### src/sv/assert_macros.svh
// Assertion helpers included by the top-level RTL file.
// In synthesis builds the macros expand to nothing.
`ifndef ASSERT_MACROS_SVH
`define ASSERT_MACROS_SVH

`ifndef SYNTHESIS

// Clocked check, masked while reset is asserted
`define ASSERT_CLK(lbl, clk, rst_n, prop, msg) \
    lbl: assert property (@(posedge clk) disable iff (!rst_n) prop) else $error(msg);

// Clocked check that also holds during reset
`define ASSERT_ALWAYS(lbl, clk, prop, msg) \
    lbl: assert property (@(posedge clk) prop) else $error(msg);

`else

`define ASSERT_CLK(lbl, clk, rst_n, prop, msg)
`define ASSERT_ALWAYS(lbl, clk, prop, msg)

`endif

`endif

### src/sv/sc2a_pkg.sv
package sc2a_pkg;

    typedef logic [7:0] t_byte;

    // Default character FIFO depth (ring holds depth-1 characters)
    localparam int FIFO_DEPTH_DEF = 256;

    // Configuration register indexes
    localparam int CFG_IDX_W = 2;
    typedef enum logic [CFG_IDX_W-1:0] {
        CFG_UP    = 2'd0,
        CFG_DOWN  = 2'd1,
        CFG_LEFT  = 2'd2,
        CFG_RIGHT = 2'd3
    } t_cfg_idx;

    // Arrow code reset values
    localparam t_byte UP_CODE_RST    = 8'd128;
    localparam t_byte DOWN_CODE_RST  = 8'd129;
    localparam t_byte LEFT_CODE_RST  = 8'd130;
    localparam t_byte RIGHT_CODE_RST = 8'd131;

    // Scan code set 1 bytes
    localparam t_byte SC_PREFIX   = 8'hE0;
    localparam t_byte SC_BREAK    = 8'h80;
    localparam t_byte SC_KEY_MASK = 8'h7F;
    localparam t_byte SC_ALT      = 8'h38;
    localparam t_byte SC_LSHIFT   = 8'h2A;
    localparam t_byte SC_RSHIFT   = 8'h36;
    localparam t_byte SC_LCTRL    = 8'h1D;
    localparam t_byte SC_CAPS     = 8'h3A;
    localparam t_byte SC_UP       = 8'h48;
    localparam t_byte SC_DOWN     = 8'h50;
    localparam t_byte SC_LEFT     = 8'h4B;
    localparam t_byte SC_RIGHT    = 8'h4D;

    // Keys covered by the character tables
    localparam int KEY_TABLE_LEN = 59;

    // Arrow codes handed from the register bank to the decoder
    typedef struct packed {
        t_byte up;
        t_byte down;
        t_byte left;
        t_byte right;
    } t_arrow_codes;

    // Spanish layout, unshifted
    localparam t_byte PLAIN_MAP [KEY_TABLE_LEN] = '{
        8'h00, 8'h1B, 8'h31, 8'h32, 8'h33, 8'h34, 8'h35, 8'h36,
        8'h37, 8'h38, 8'h39, 8'h30, 8'h27, 8'h00, 8'h08, 8'h09,
        8'h71, 8'h77, 8'h65, 8'h72, 8'h74, 8'h79, 8'h75, 8'h69,
        8'h6F, 8'h70, 8'h60, 8'h2B, 8'h0A, 8'h00,
        8'h61, 8'h73, 8'h64, 8'h66, 8'h67, 8'h68, 8'h6A, 8'h6B,
        8'h6C, 8'h6E, 8'h27, 8'h5C, 8'h00, 8'h5D,
        8'h7A, 8'h78, 8'h63, 8'h76, 8'h62, 8'h6E, 8'h6D, 8'h2C,
        8'h2E, 8'h2D, 8'h00, 8'h2A, 8'h00, 8'h20, 8'h00
    };

    // Spanish layout, shifted
    localparam t_byte SHIFT_MAP [KEY_TABLE_LEN] = '{
        8'h00, 8'h1B, 8'h21, 8'h22, 8'h23, 8'h24, 8'h25, 8'h26,
        8'h2F, 8'h28, 8'h29, 8'h3D, 8'h3F, 8'h00, 8'h08, 8'h09,
        8'h51, 8'h57, 8'h45, 8'h52, 8'h54, 8'h59, 8'h55, 8'h49,
        8'h4F, 8'h50, 8'h5E, 8'h2A, 8'h0A, 8'h00,
        8'h41, 8'h53, 8'h44, 8'h46, 8'h47, 8'h48, 8'h4A, 8'h4B,
        8'h4C, 8'h4E, 8'h22, 8'h7C, 8'h00, 8'h5B,
        8'h5A, 8'h58, 8'h43, 8'h56, 8'h42, 8'h4E, 8'h4D, 8'h3B,
        8'h3A, 8'h5F, 8'h00, 8'h2A, 8'h00, 8'h20, 8'h00
    };

    // Spanish layout, AltGr held; 0 falls back to the other tables
    localparam t_byte ALTGR_MAP [KEY_TABLE_LEN] = '{
        8'h00, 8'h00, 8'h7C, 8'h40, 8'h23, 8'h7E, 8'h00, 8'h00,
        8'h7B, 8'h5B, 8'h5D, 8'h7D, 8'h5C, 8'h00, 8'h00, 8'h00,
        8'h00, 8'h00, 8'h00, 8'h00, 8'h00, 8'h00, 8'h00, 8'h00,
        8'h00, 8'h00, 8'h5B, 8'h5D, 8'h00, 8'h00,
        8'h00, 8'h00, 8'h00, 8'h00, 8'h00, 8'h00, 8'h00, 8'h00,
        8'h00, 8'h00, 8'h7B, 8'h7D, 8'h00, 8'h00,
        8'h00, 8'h00, 8'h00, 8'h00, 8'h00, 8'h00, 8'h00, 8'h00,
        8'h00, 8'h00, 8'h00, 8'h00, 8'h00, 8'h00, 8'h00
    };

    // Letter keys: caps lock inverts shift for these
    function automatic logic is_letter(input t_byte k);
        return (k >= 8'h10 && k <= 8'h19) || (k >= 8'h1E && k <= 8'h26) ||
               (k >= 8'h2C && k <= 8'h32);
    endfunction

endpackage

### src/sv/sc2a_in_if.sv
interface sc2a_in_if;
    import sc2a_pkg::*;

    logic  valid;
    logic  ready;
    logic  mode;
    t_byte scan_byte;

    modport source (output valid, output mode, output scan_byte, input ready);
    modport sink   (input valid, input mode, input scan_byte, output ready);
endinterface

### src/sv/sc2a_out_if.sv
interface sc2a_out_if;
    import sc2a_pkg::*;

    logic  valid;
    logic  ready;
    t_byte char_out;
    logic  char_valid;
    logic  has_key;
    logic  dropped;

    modport source (output valid, output char_out, output char_valid,
                    output has_key, output dropped, input ready);
    modport sink   (input valid, input char_out, input char_valid,
                    input has_key, input dropped, output ready);
endinterface

### src/sv/sc2a_cfg_if.sv
interface sc2a_cfg_if;
    import sc2a_pkg::*;

    logic                 valid;
    logic                 ready;
    logic [CFG_IDX_W-1:0] index;
    t_byte                data;

    modport source (output valid, output index, output data, input ready);
    modport sink   (input valid, input index, input data, output ready);
endinterface

### src/sv/sc2a_ram.sv
module sc2a_ram #(
    parameter int WIDTH = 8,
    parameter int DEPTH = 256
) (
    input  logic                     i_clk,
    input  logic                     i_we,
    input  logic [$clog2(DEPTH)-1:0] i_waddr,
    input  logic [WIDTH-1:0]         i_wdata,
    input  logic                     i_re,
    input  logic [$clog2(DEPTH)-1:0] i_raddr,
    output logic [WIDTH-1:0]         o_rdata
);

    logic [WIDTH-1:0] r_mem [DEPTH];
    logic [WIDTH-1:0] r_rdata;

    // Write port
    always_ff @(posedge i_clk) begin
        if (i_we) begin
            r_mem[i_waddr] <= i_wdata;
        end
    end

    // Registered read, held while not enabled
    always_ff @(posedge i_clk) begin
        if (i_re) begin
            r_rdata <= r_mem[i_raddr];
        end
    end

    assign o_rdata = r_rdata;

endmodule

### src/sv/sc2a_decoder.sv
module sc2a_decoder
    import sc2a_pkg::*;
(
    input  logic         i_clk,
    input  logic         i_rst_n,
    input  logic         i_en,
    input  t_byte        i_byte,
    input  t_arrow_codes i_arrows,
    output t_byte        o_char
);

    logic r_shift, n_shift;
    logic r_ctrl, n_ctrl;
    logic r_altgr, n_altgr;
    logic r_caps, n_caps;
    logic r_prefix, n_prefix;

    t_byte key;
    t_byte alt_ch;
    t_byte ch;
    logic  up;
    logic  in_table;

    // Table lookup for a plain make code
    always_comb begin
        in_table = (i_byte < t_byte'(KEY_TABLE_LEN));
        alt_ch   = 8'h00;
        up       = r_shift ^ (is_letter(i_byte) & r_caps);
        if (in_table && r_altgr) begin
            alt_ch = ALTGR_MAP[i_byte[5:0]];
        end
        if (!in_table) begin
            ch = 8'h00;
        end else if (alt_ch != 8'h00) begin
            ch = alt_ch;
        end else if (up) begin
            ch = SHIFT_MAP[i_byte[5:0]];
        end else begin
            ch = PLAIN_MAP[i_byte[5:0]];
        end
    end

    // Byte decode: modifier tracking and character select
    always_comb begin
        n_shift  = r_shift;
        n_ctrl   = r_ctrl;
        n_altgr  = r_altgr;
        n_caps   = r_caps;
        n_prefix = r_prefix;
        o_char   = 8'h00;
        key      = i_byte & SC_KEY_MASK;

        if (i_byte == SC_PREFIX) begin
            n_prefix = 1'b1;
        end else if (r_prefix) begin
            n_prefix = 1'b0;
            if ((i_byte & SC_BREAK) != 8'h00) begin
                if (key == SC_ALT) begin
                    n_altgr = 1'b0;
                end
            end else begin
                case (i_byte)
                    SC_ALT:   n_altgr = 1'b1;
                    SC_UP:    o_char  = i_arrows.up;
                    SC_DOWN:  o_char  = i_arrows.down;
                    SC_LEFT:  o_char  = i_arrows.left;
                    SC_RIGHT: o_char  = i_arrows.right;
                    default:  o_char  = 8'h00;
                endcase
            end
        end else if ((i_byte & SC_BREAK) != 8'h00) begin
            if (key == SC_LSHIFT || key == SC_RSHIFT) begin
                n_shift = 1'b0;
            end else if (key == SC_LCTRL) begin
                n_ctrl = 1'b0;
            end
        end else if (i_byte == SC_LSHIFT || i_byte == SC_RSHIFT) begin
            n_shift = 1'b1;
        end else if (i_byte == SC_LCTRL) begin
            n_ctrl = 1'b1;
        end else if (i_byte == SC_CAPS) begin
            n_caps = ~r_caps;
        end else begin
            o_char = ch;
        end
    end

    // Modifier state
    always_ff @(posedge i_clk) begin
        if (!i_rst_n) begin
            r_shift  <= 1'b0;
            r_ctrl   <= 1'b0;
            r_altgr  <= 1'b0;
            r_caps   <= 1'b0;
            r_prefix <= 1'b0;
        end else if (i_en) begin
            r_shift  <= n_shift;
            r_ctrl   <= n_ctrl;
            r_altgr  <= n_altgr;
            r_caps   <= n_caps;
            r_prefix <= n_prefix;
        end
    end

endmodule

### src/sv/scancode_to_ascii_fifo.sv
// Scan code set 1 decoder (Spanish layout) feeding a character ring FIFO.
// Every input transaction is either a scan byte (mode 0) or a pop (mode 1),
// and yields exactly one result transaction. One transaction is taken per
// clock while the receiver keeps up. The result passes through stage 1 and is
// then loaded into the output register. Stage 1 waits for the registered read
// of the character RAM; the output register follows it. The input stalls only
// when both the RAM read stage and the output register hold results that the
// receiver has not yet taken. The FIFO holds at most FIFO_DEPTH-1 characters;
// a character decoded while it is full is lost and flagged as dropped. The
// user must write arrow codes through the configuration channel only while the
// block is idle; the block itself does not enforce this.
`include "assert_macros.svh"

module scancode_to_ascii_fifo
    import sc2a_pkg::*;
#(
    parameter int FIFO_DEPTH = FIFO_DEPTH_DEF
) (
    input  logic       i_clk,
    input  logic       i_rst_n,
    sc2a_in_if.sink    i_in,
    sc2a_cfg_if.sink   i_cfg,
    sc2a_out_if.source o_out
);

    localparam int AW = $clog2(FIFO_DEPTH);
    localparam logic [AW-1:0] PTR_LAST = AW'(FIFO_DEPTH - 1);

    // Arrow code registers
    t_arrow_codes r_arrows;

    assign i_cfg.ready = 1'b1;

    always_ff @(posedge i_clk) begin
        if (!i_rst_n) begin
            r_arrows.up    <= UP_CODE_RST;
            r_arrows.down  <= DOWN_CODE_RST;
            r_arrows.left  <= LEFT_CODE_RST;
            r_arrows.right <= RIGHT_CODE_RST;
        end else if (i_cfg.valid) begin
            case (t_cfg_idx'(i_cfg.index))
                CFG_UP:    r_arrows.up    <= i_cfg.data;
                CFG_DOWN:  r_arrows.down  <= i_cfg.data;
                CFG_LEFT:  r_arrows.left  <= i_cfg.data;
                CFG_RIGHT: r_arrows.right <= i_cfg.data;
                default:   r_arrows       <= r_arrows;
            endcase
        end
    end

    // Pipeline handshake: stage 1 waits on the RAM read, then the output register
    logic r_s1_valid;
    logic r_s1_char_valid;
    logic r_s1_has_key;
    logic r_s1_dropped;
    logic s1_move;
    logic accept;

    assign s1_move    = r_s1_valid && (!o_out.valid || o_out.ready);
    assign i_in.ready = !r_s1_valid || s1_move;
    assign accept     = i_in.valid && i_in.ready;

    // Decoder
    t_byte dec_char;

    sc2a_decoder u_decoder (
        .i_clk    (i_clk),
        .i_rst_n  (i_rst_n),
        .i_en     (accept && !i_in.mode),
        .i_byte   (i_in.scan_byte),
        .i_arrows (r_arrows),
        .o_char   (dec_char)
    );

    // FIFO pointers and push/pop decisions
    logic [AW-1:0] r_rd, n_rd;
    logic [AW-1:0] r_wr, n_wr;
    logic [AW-1:0] wr_inc;
    logic [AW-1:0] rd_inc;
    logic          full;
    logic          not_empty;
    logic          push;
    logic          pop;
    logic          lost;

    always_comb begin
        wr_inc    = (r_wr == PTR_LAST) ? '0 : r_wr + 1'b1;
        rd_inc    = (r_rd == PTR_LAST) ? '0 : r_rd + 1'b1;
        full      = (wr_inc == r_rd);
        not_empty = (r_rd != r_wr);
        push      = accept && !i_in.mode && (dec_char != 8'h00) && !full;
        lost      = accept && !i_in.mode && (dec_char != 8'h00) && full;
        pop       = accept && i_in.mode && not_empty;
        n_wr      = push ? wr_inc : r_wr;
        n_rd      = pop ? rd_inc : r_rd;
    end

    always_ff @(posedge i_clk) begin
        if (!i_rst_n) begin
            r_rd <= '0;
            r_wr <= '0;
        end else begin
            r_rd <= n_rd;
            r_wr <= n_wr;
        end
    end

    // Character store
    t_byte ram_rdata;

    sc2a_ram #(
        .WIDTH (8),
        .DEPTH (FIFO_DEPTH)
    ) u_store (
        .i_clk   (i_clk),
        .i_we    (push),
        .i_waddr (r_wr),
        .i_wdata (dec_char),
        .i_re    (pop),
        .i_raddr (r_rd),
        .o_rdata (ram_rdata)
    );

    // Stage 1: result flags, character arrives from RAM
    always_ff @(posedge i_clk) begin
        if (!i_rst_n) begin
            r_s1_valid <= 1'b0;
        end else if (accept) begin
            r_s1_valid <= 1'b1;
        end else if (s1_move) begin
            r_s1_valid <= 1'b0;
        end
    end

    always_ff @(posedge i_clk) begin
        if (accept) begin
            r_s1_char_valid <= pop;
            r_s1_has_key    <= (n_rd != n_wr);
            r_s1_dropped    <= lost;
        end
    end

    // Output register
    logic  r_out_valid;
    t_byte r_out_char;
    logic  r_out_char_valid;
    logic  r_out_has_key;
    logic  r_out_dropped;

    always_ff @(posedge i_clk) begin
        if (!i_rst_n) begin
            r_out_valid <= 1'b0;
        end else if (s1_move) begin
            r_out_valid <= 1'b1;
        end else if (o_out.ready) begin
            r_out_valid <= 1'b0;
        end
    end

    always_ff @(posedge i_clk) begin
        if (s1_move) begin
            r_out_char       <= r_s1_char_valid ? ram_rdata : 8'h00;
            r_out_char_valid <= r_s1_char_valid;
            r_out_has_key    <= r_s1_has_key;
            r_out_dropped    <= r_s1_dropped;
        end
    end

    assign o_out.valid      = r_out_valid;
    assign o_out.char_out   = r_out_char;
    assign o_out.char_valid = r_out_char_valid;
    assign o_out.has_key    = r_out_has_key;
    assign o_out.dropped    = r_out_dropped;

    // Checks
    `ASSERT_ALWAYS(a_no_push_pop, i_clk, !(push && pop), "push and pop in one cycle")
    `ASSERT_CLK(a_push_not_empty, i_clk, i_rst_n, push |=> (r_rd != r_wr), "push left FIFO empty")
    `ASSERT_CLK(a_s1_holds, i_clk, i_rst_n, (r_s1_valid && !s1_move) |=> r_s1_valid, "stage 1 lost")
    `ASSERT_CLK(a_drop_no_char, i_clk, i_rst_n, r_s1_dropped && r_s1_valid |-> !r_s1_char_valid, "drop on pop")

endmodule

### src/flat_wrapper.sv
// flat-port wrapper written by rule: the top's interface ports become plain ports
module scancode_to_ascii_fifo_flat import sc2a_pkg::*;
#(
    parameter int FIFO_DEPTH = FIFO_DEPTH_DEF
)
  (i_clk, i_rst_n, i_in_valid, i_in_mode, i_in_scan_byte, i_in_ready, i_cfg_valid, i_cfg_index, i_cfg_data, i_cfg_ready, o_out_valid, o_out_char_out, o_out_char_valid, o_out_has_key, o_out_dropped, o_out_ready);
  sc2a_in_if i_in_i ();
  sc2a_cfg_if i_cfg_i ();
  sc2a_out_if o_out_i ();
  input  logic i_clk;
  input  logic i_rst_n;
  input wire logic [$bits(i_in_i.valid)-1:0] i_in_valid;
  input wire logic [$bits(i_in_i.mode)-1:0] i_in_mode;
  input wire logic [$bits(i_in_i.scan_byte)-1:0] i_in_scan_byte;
  output wire logic [$bits(i_in_i.ready)-1:0] i_in_ready;
  input wire logic [$bits(i_cfg_i.valid)-1:0] i_cfg_valid;
  input wire logic [$bits(i_cfg_i.index)-1:0] i_cfg_index;
  input wire logic [$bits(i_cfg_i.data)-1:0] i_cfg_data;
  output wire logic [$bits(i_cfg_i.ready)-1:0] i_cfg_ready;
  output wire logic [$bits(o_out_i.valid)-1:0] o_out_valid;
  output wire logic [$bits(o_out_i.char_out)-1:0] o_out_char_out;
  output wire logic [$bits(o_out_i.char_valid)-1:0] o_out_char_valid;
  output wire logic [$bits(o_out_i.has_key)-1:0] o_out_has_key;
  output wire logic [$bits(o_out_i.dropped)-1:0] o_out_dropped;
  input wire logic [$bits(o_out_i.ready)-1:0] o_out_ready;
  assign i_in_i.valid = i_in_valid;
  assign i_in_i.mode = i_in_mode;
  assign i_in_i.scan_byte = i_in_scan_byte;
  assign i_in_ready = i_in_i.ready;
  assign i_cfg_i.valid = i_cfg_valid;
  assign i_cfg_i.index = i_cfg_index;
  assign i_cfg_i.data = i_cfg_data;
  assign i_cfg_ready = i_cfg_i.ready;
  assign o_out_valid = o_out_i.valid;
  assign o_out_char_out = o_out_i.char_out;
  assign o_out_char_valid = o_out_i.char_valid;
  assign o_out_has_key = o_out_i.has_key;
  assign o_out_dropped = o_out_i.dropped;
  assign o_out_i.ready = o_out_ready;
  scancode_to_ascii_fifo #(.FIFO_DEPTH(FIFO_DEPTH)) u_core (.i_clk(i_clk), .i_rst_n(i_rst_n), .i_in(i_in_i), .i_cfg(i_cfg_i), .o_out(o_out_i));
endmodule
### config.mk
export PLATFORM = sky130hd
export DESIGN_NAME = scancode_to_ascii_fifo_flat
export DESIGN_NICKNAME = d
export VERILOG_FILES = /design/src/sv/sc2a_pkg.sv /design/src/sv/sc2a_in_if.sv /design/src/sv/sc2a_out_if.sv /design/src/sv/sc2a_cfg_if.sv /design/src/sv/sc2a_ram.sv /design/src/sv/sc2a_decoder.sv /design/src/sv/scancode_to_ascii_fifo.sv /design/src/flat_wrapper.sv
export VERILOG_INCLUDE_DIRS = /design/src /design/src/sv
export SDC_FILE = /design/constraint.sdc
export NUM_CORES = 2
export LEC_CHECK = 0
export BUFFER_PORTS_ARGS = -buffer_cell sky130_fd_sc_hd__clkbuf_2
export CAP_MARGIN = 20
export CORE_UTILIZATION = 55
export DETAILED_ROUTE_END_ITERATION = 10
export PLACE_DENSITY = 0.73
export SYNTH_ARGS = -nofsm -noshare
export SYNTH_HDL_FRONTEND = slang
export SYNTH_SLANG_ARGS = --single-unit
### constraint.sdc
create_clock -name i_clk -period 11.96 [get_ports i_clk]
set_input_delay 1.196 -clock i_clk [delete_from_list [all_inputs] [get_ports i_clk]]
set_output_delay 1.196 -clock i_clk [all_outputs]
set_load 0.1 [all_outputs]
==> flow_metrics.py <==
metrics = {
    "logic_synthesis": {
        "synth_fp_nets": 3968,
        "ys_async_sr_fraction_pct": 0,
        "syn_area_sq_mm": 0.0844,
        "ys.flop_type": "edfxtp_1",
        "ys_seq_elements": 2124,
        "avgSynthCellArea_sq_um": 21.5,
        "yosys_warnings": 0,
        "ys_types": 80,
        "syn_inst": 3931,
        "yosysSeqAreaShare_pct": 75.0,
        "synth_edf_count": 2070,
    },
    "pwr": {
        "p_seq_share_pct": 55.2,
        "irDropWorstVdd_mv": 0.181,
        "power_density_mw_per_mm2": 158,
        "leakage_nw": 25.6,
        "switching_share_pct": 20.3,
        "switching_power_mw": 3.01,
        "pwr-share-clk_pct": 41.8,
        "p_int_mw": 11.8,
        "p_comb_share_pct": 2.9,
    },
    "global_route": {
        "antenna_found_initial": 7,
        "grt_max_degree": 185,
        "grt_pass1_vias": 40606,
        "grt.total_usage_pct": 25.9,
        "overflow": 0,
        "grt_pass1_wl_mm": 290,
    },
    "final_layout": {
        "fin_nets": 4055,
        "drive_gt1_share_pct": 27.3,
        "final.fill_count": 10113,
        "area_growth_pct": 10.8,
        "fin_area_sq_mm": 0.0935,
    },
    "worst_setup_path": {
        "startpoint_type": "input pin",
        "critical_path_arrival_ns": 6.64,
        "critPathMaxFanout": 28,
        "timing.rr.end": "u_core.u_store.o_rdata[0]",
        "crit_type": "input pin to flip-flop",
        "crit_end": "u_core.u_store.r_mem[235][4]",
        "regToRegStartpoint": "u_core.r_rd[0]",
        "required_ns": 12.41,
        "reg2regPathDepth": 8,
        "reg2reg_slack_ns": 6.01,
        "end_kind": "flip-flop",
        "crit_start": "i_in_scan_byte[1]",
    },
    "place": {
        "gp_congestion": 0.884,
        "post_dp_cell_area_sq_mm": 0.0871,
        "portBuffers": 36,
        "place_hpwl_mm": 116,
    },
    "sta": {
        "fin_skew_ns": 0.0268,
        "fmax_mhz": 161,
        "rsz0062_at_grt": "no",
        "period_needed_ns": 6.20,
        "setup_viol": 0,
        "period_share_pct": 51.8,
        "tns_ns": 0,
        "slew_violations": 0,
        "hold_ws_ns": 0.464,
        "finalHoldViolCount": 0,
        "worstMarginPinSlew_ns": 1.14,
        "max_slew_margin_pct": 23.7,
    },
    "clocking": {
        "numCtsBuffers": 202,
        "hold_buffers": 0,
        "cts_root_buffer": "clkbuf_16",
        "cts_sinks": 2124,
        "cts_resized": 0,
        "cts_tree": "yes",
        "cts.reportedPaths.clkPinSlew_ns": 0.06,
        "post_cts_buffers": 0,
        "clock_tree.buffer_depth": 3,
        "clk_latency_ns": 0.84,
        "htree_levels": 4,
    },
    "run": {
        "cap_violations": 0,
    },
    "floorplanning": {
        "start_util_pct": 55.5,
        "boundaryPins": 38,
        "die-area_sq_mm": 0.155,
        "fp.dieW_um": 394,
        "core_sq_mm": 0.152,
        "fp.dieH_um": 394,
        "rows": 143,
    },
    "detailed_routing": {
        "dr_wl_met3_mm": 18.9,
        "dr_wl_met2_mm": 95.2,
        "viasPerCell": 6.65,
        "wl_mm": 199,
        "antenna_left": 0,
        "highest_layer": "met5",
        "vias": 41358,
        "drt_iter0_drc": 5976,
        "wl_per_cell_um": 31.9,
        "drtPass1Iterations": 6,
        "wl_met1_mm": 79.7,
        "drc": 0,
    },
    "worst_hold_path": {
        "min_from": "u_core.r_arrows[20]",
        "hp-class": "flip-flop to flip-flop",
    },
    "status": {
        "status": "finished, final reports clean",
    },
}
-- worst max-delay path, cell delays in order --
cell,delay (ns)
clkbuf_2,0.27
inv_1,0.27
ha_1,0.70
nand4bb_1,0.27
nor3_1,0.65
a22oi_1,0.26
and4_1,0.21
a41oi_1,0.23
o32ai_1,0.12
nand3_1,0.13
o21ba_1,0.20
buf_4,0.39
nand3_2,0.64
buf_4,0.48
nor2_1,0.60
-- registers in the layout, indices dropped and copies added (netlist names) --
register	cells
u_core.o_out.char_valid	1
u_core.r_s1_has_key	1
u_core.o_out.valid	1
u_core.o_out.dropped	1
u_core.r_s1_dropped	1
u_core.r_wr	8
u_core.r_s1_char_valid	1
u_core.u_store.r_mem	2048
u_core.u_store.o_rdata	8
u_core.u_decoder.r_caps	1
u_core.u_decoder.r_shift	1
u_core.o_out.char_out	8
u_core.r_rd	8
u_core.o_out.has_key	1
u_core.r_s1_valid	1
u_core.u_decoder.r_altgr	1
u_core.r_arrows	32
u_core.u_decoder.r_prefix	1
-- power by group through the flow --
stage | clock network, mW | logic, mW | registers, mW
after global routing | 6.52 | 0.459 | 8.18
after CTS | 6.25 | 0.435 | 8.18
after global placement | 0 | 0.427 | 8.34
after floorplan | 0 | 0.262 | 8.38
final | 6.20 | 0.433 | 8.18
after detailed placement | 0 | 0.434 | 8.34
-- through the flow --
step                util [%]  total power [mW]  setup WS (ns)  instances
floorplan                  -              8.64         0.0176       3931
global placement        57.2              8.76           4.77       5826
detailed placement      57.2              8.77           5.07       5835
CTS                     61.4              14.9           5.89       6206
global route            61.5              15.2           5.51       6215
finish                  61.5              14.8           5.76       6217
-- logic make-up after synthesis --
kind of cell | Yosys count | synth area share, %
DFF | 2124 | 75.0
muxes | 711 | 18.5
and+or+nand+nor | 589 | 3.17
buffers and inverters | 264 | 1.24
AOI/OAI and AO/OA | 197 | 1.63
xor gates and xnor gates | 32 | 0.332
adders and majority gates | 13 | 0.193
other | 1 | 0.00444
-- layout make-up --
| type | instances | area (sq um) | area share (%) |
|---|---|---|---|
| antenna | 2 | 5.00 | 0.00535 |
| clock inverter | 120 | 1070 | 1.15 |
| clock buffer | 251 | 5280 | 5.65 |
| sequential | 2124 | 63300 | 67.6 |
| multi-input combinational | 1543 | 20200 | 21.6 |
| inverter | 19 | 86.3 | 0.0923 |
| tap | 2030 | 2540 | 2.72 |
| timing repair buffer | 128 | 1040 | 1.11 |
-- worst min path at each step --
stage / depth (start not counted) / slack (ns) / endpoint
after floorplan: 0 / 0.40 / u_core.o_out.dropped
after global placement: 2 / 0.45 / u_core.r_arrows[6]
after detailed placement: 2 / 0.45 / u_core.r_arrows[3]
after CTS: 2 / 0.46 / u_core.r_arrows[22]
after global routing: 2 / 0.50 / u_core.r_arrows[22]
final: 2 / 0.46 / u_core.r_arrows[20]
-- per-layer routing --
| layer | GRT usage [%] | vias to the layer above |
|---|---|---|
| li1 | - | 16622 |
| met5 | 0 | - |
| met2 | 40.1 | 2469 |
| met4 | 6.82 | 6 |
| met1 | 38.6 | 21954 |
| met3 | 4.60 | 307 |
-- cells in the final DEF (no fill, tap or decap), types with 6 or more instances in the layout --
cell type / synthesis / routed
edfxtp_1: 2070 / 2070
mux4_2: 677 / 677
nor2_1: 299 / 296
clkbuf_16: 0 / 204
nand2_1: 96 / 95
buf_4: 3 / 67
dfxtp_1: 54 / 48
clkbuf_1: 158 / 47
clkinv_1: 0 / 43
a21oi_1: 42 / 42
o21ai_0: 38 / 38
clkinv_2: 0 / 38
clkbuf_2: 0 / 36
nand3_1: 46 / 32
mux2i_1: 29 / 29
nor2b_1: 26 / 26
nor3_1: 30 / 26
and2_1: 23 / 23
xnor2_1: 18 / 18
inv_1: 19 / 17
bufinv_16: 0 / 17
nand2b_1: 15 / 14
xor2_1: 14 / 14
nand3_2: 0 / 14
a22oi_1: 14 / 13
ha_1: 13 / 13
clkinvlp_4: 0 / 11
buf_6: 1 / 10
nand3b_1: 9 / 9
o211ai_1: 9 / 9
a211oi_1: 8 / 8
o2111ai_1: 8 / 8
and3_1: 8 / 8
buf_12: 0 / 7
or3_1: 6 / 6
o21a_1: 6 / 6
a31oi_1: 7 / 6
inv_6: 0 / 6
-- cells in the mapped netlist (4+ instances only) --
| cell type | n | area, sq um |
|---|---|---|
| a211oi_1 | 8 | 60.1 |
| a21o_1 | 5 | 37.5 |
| a21oi_1 | 42 | 210 |
| a22oi_1 | 14 | 105 |
| a311oi_1 | 4 | 35.0 |
| a31oi_1 | 7 | 43.8 |
| a32oi_1 | 4 | 35.0 |
| and2_1 | 23 | 144 |
| and3_1 | 8 | 50.1 |
| buf_1 | 57 | 214 |
| buf_2 | 26 | 130 |
| clkbuf_1 | 158 | 593 |
| dfxtp_1 | 54 | 1080 |
| edfxtp_1 | 2070 | 62200 |
| ha_1 | 13 | 163 |
| inv_1 | 19 | 71.3 |
| mux2_2 | 4 | 45.0 |
| mux2i_1 | 29 | 290 |
| mux4_2 | 677 | 15200 |
| nand2_1 | 96 | 360 |
| nand2b_1 | 15 | 93.8 |
| nand3_1 | 46 | 230 |
| nand3b_1 | 9 | 67.6 |
| nand4_1 | 4 | 25.0 |
| nor2_1 | 299 | 1120 |
| nor2b_1 | 26 | 163 |
| nor3_1 | 30 | 150 |
| nor3b_1 | 4 | 30.0 |
| nor4_1 | 4 | 25.0 |
| o2111ai_1 | 8 | 70.1 |
| o211ai_1 | 9 | 67.6 |
| o21a_1 | 6 | 45.0 |
| o21ai_0 | 38 | 190 |
| o31a_1 | 5 | 43.8 |
| o31ai_1 | 5 | 37.5 |
| or2_2 | 4 | 25.0 |
| or3_1 | 6 | 37.5 |
| xnor2_1 | 18 | 158 |
| xor2_1 | 14 | 123 |
No activity file was read; power rests on OpenSTA's default activity.
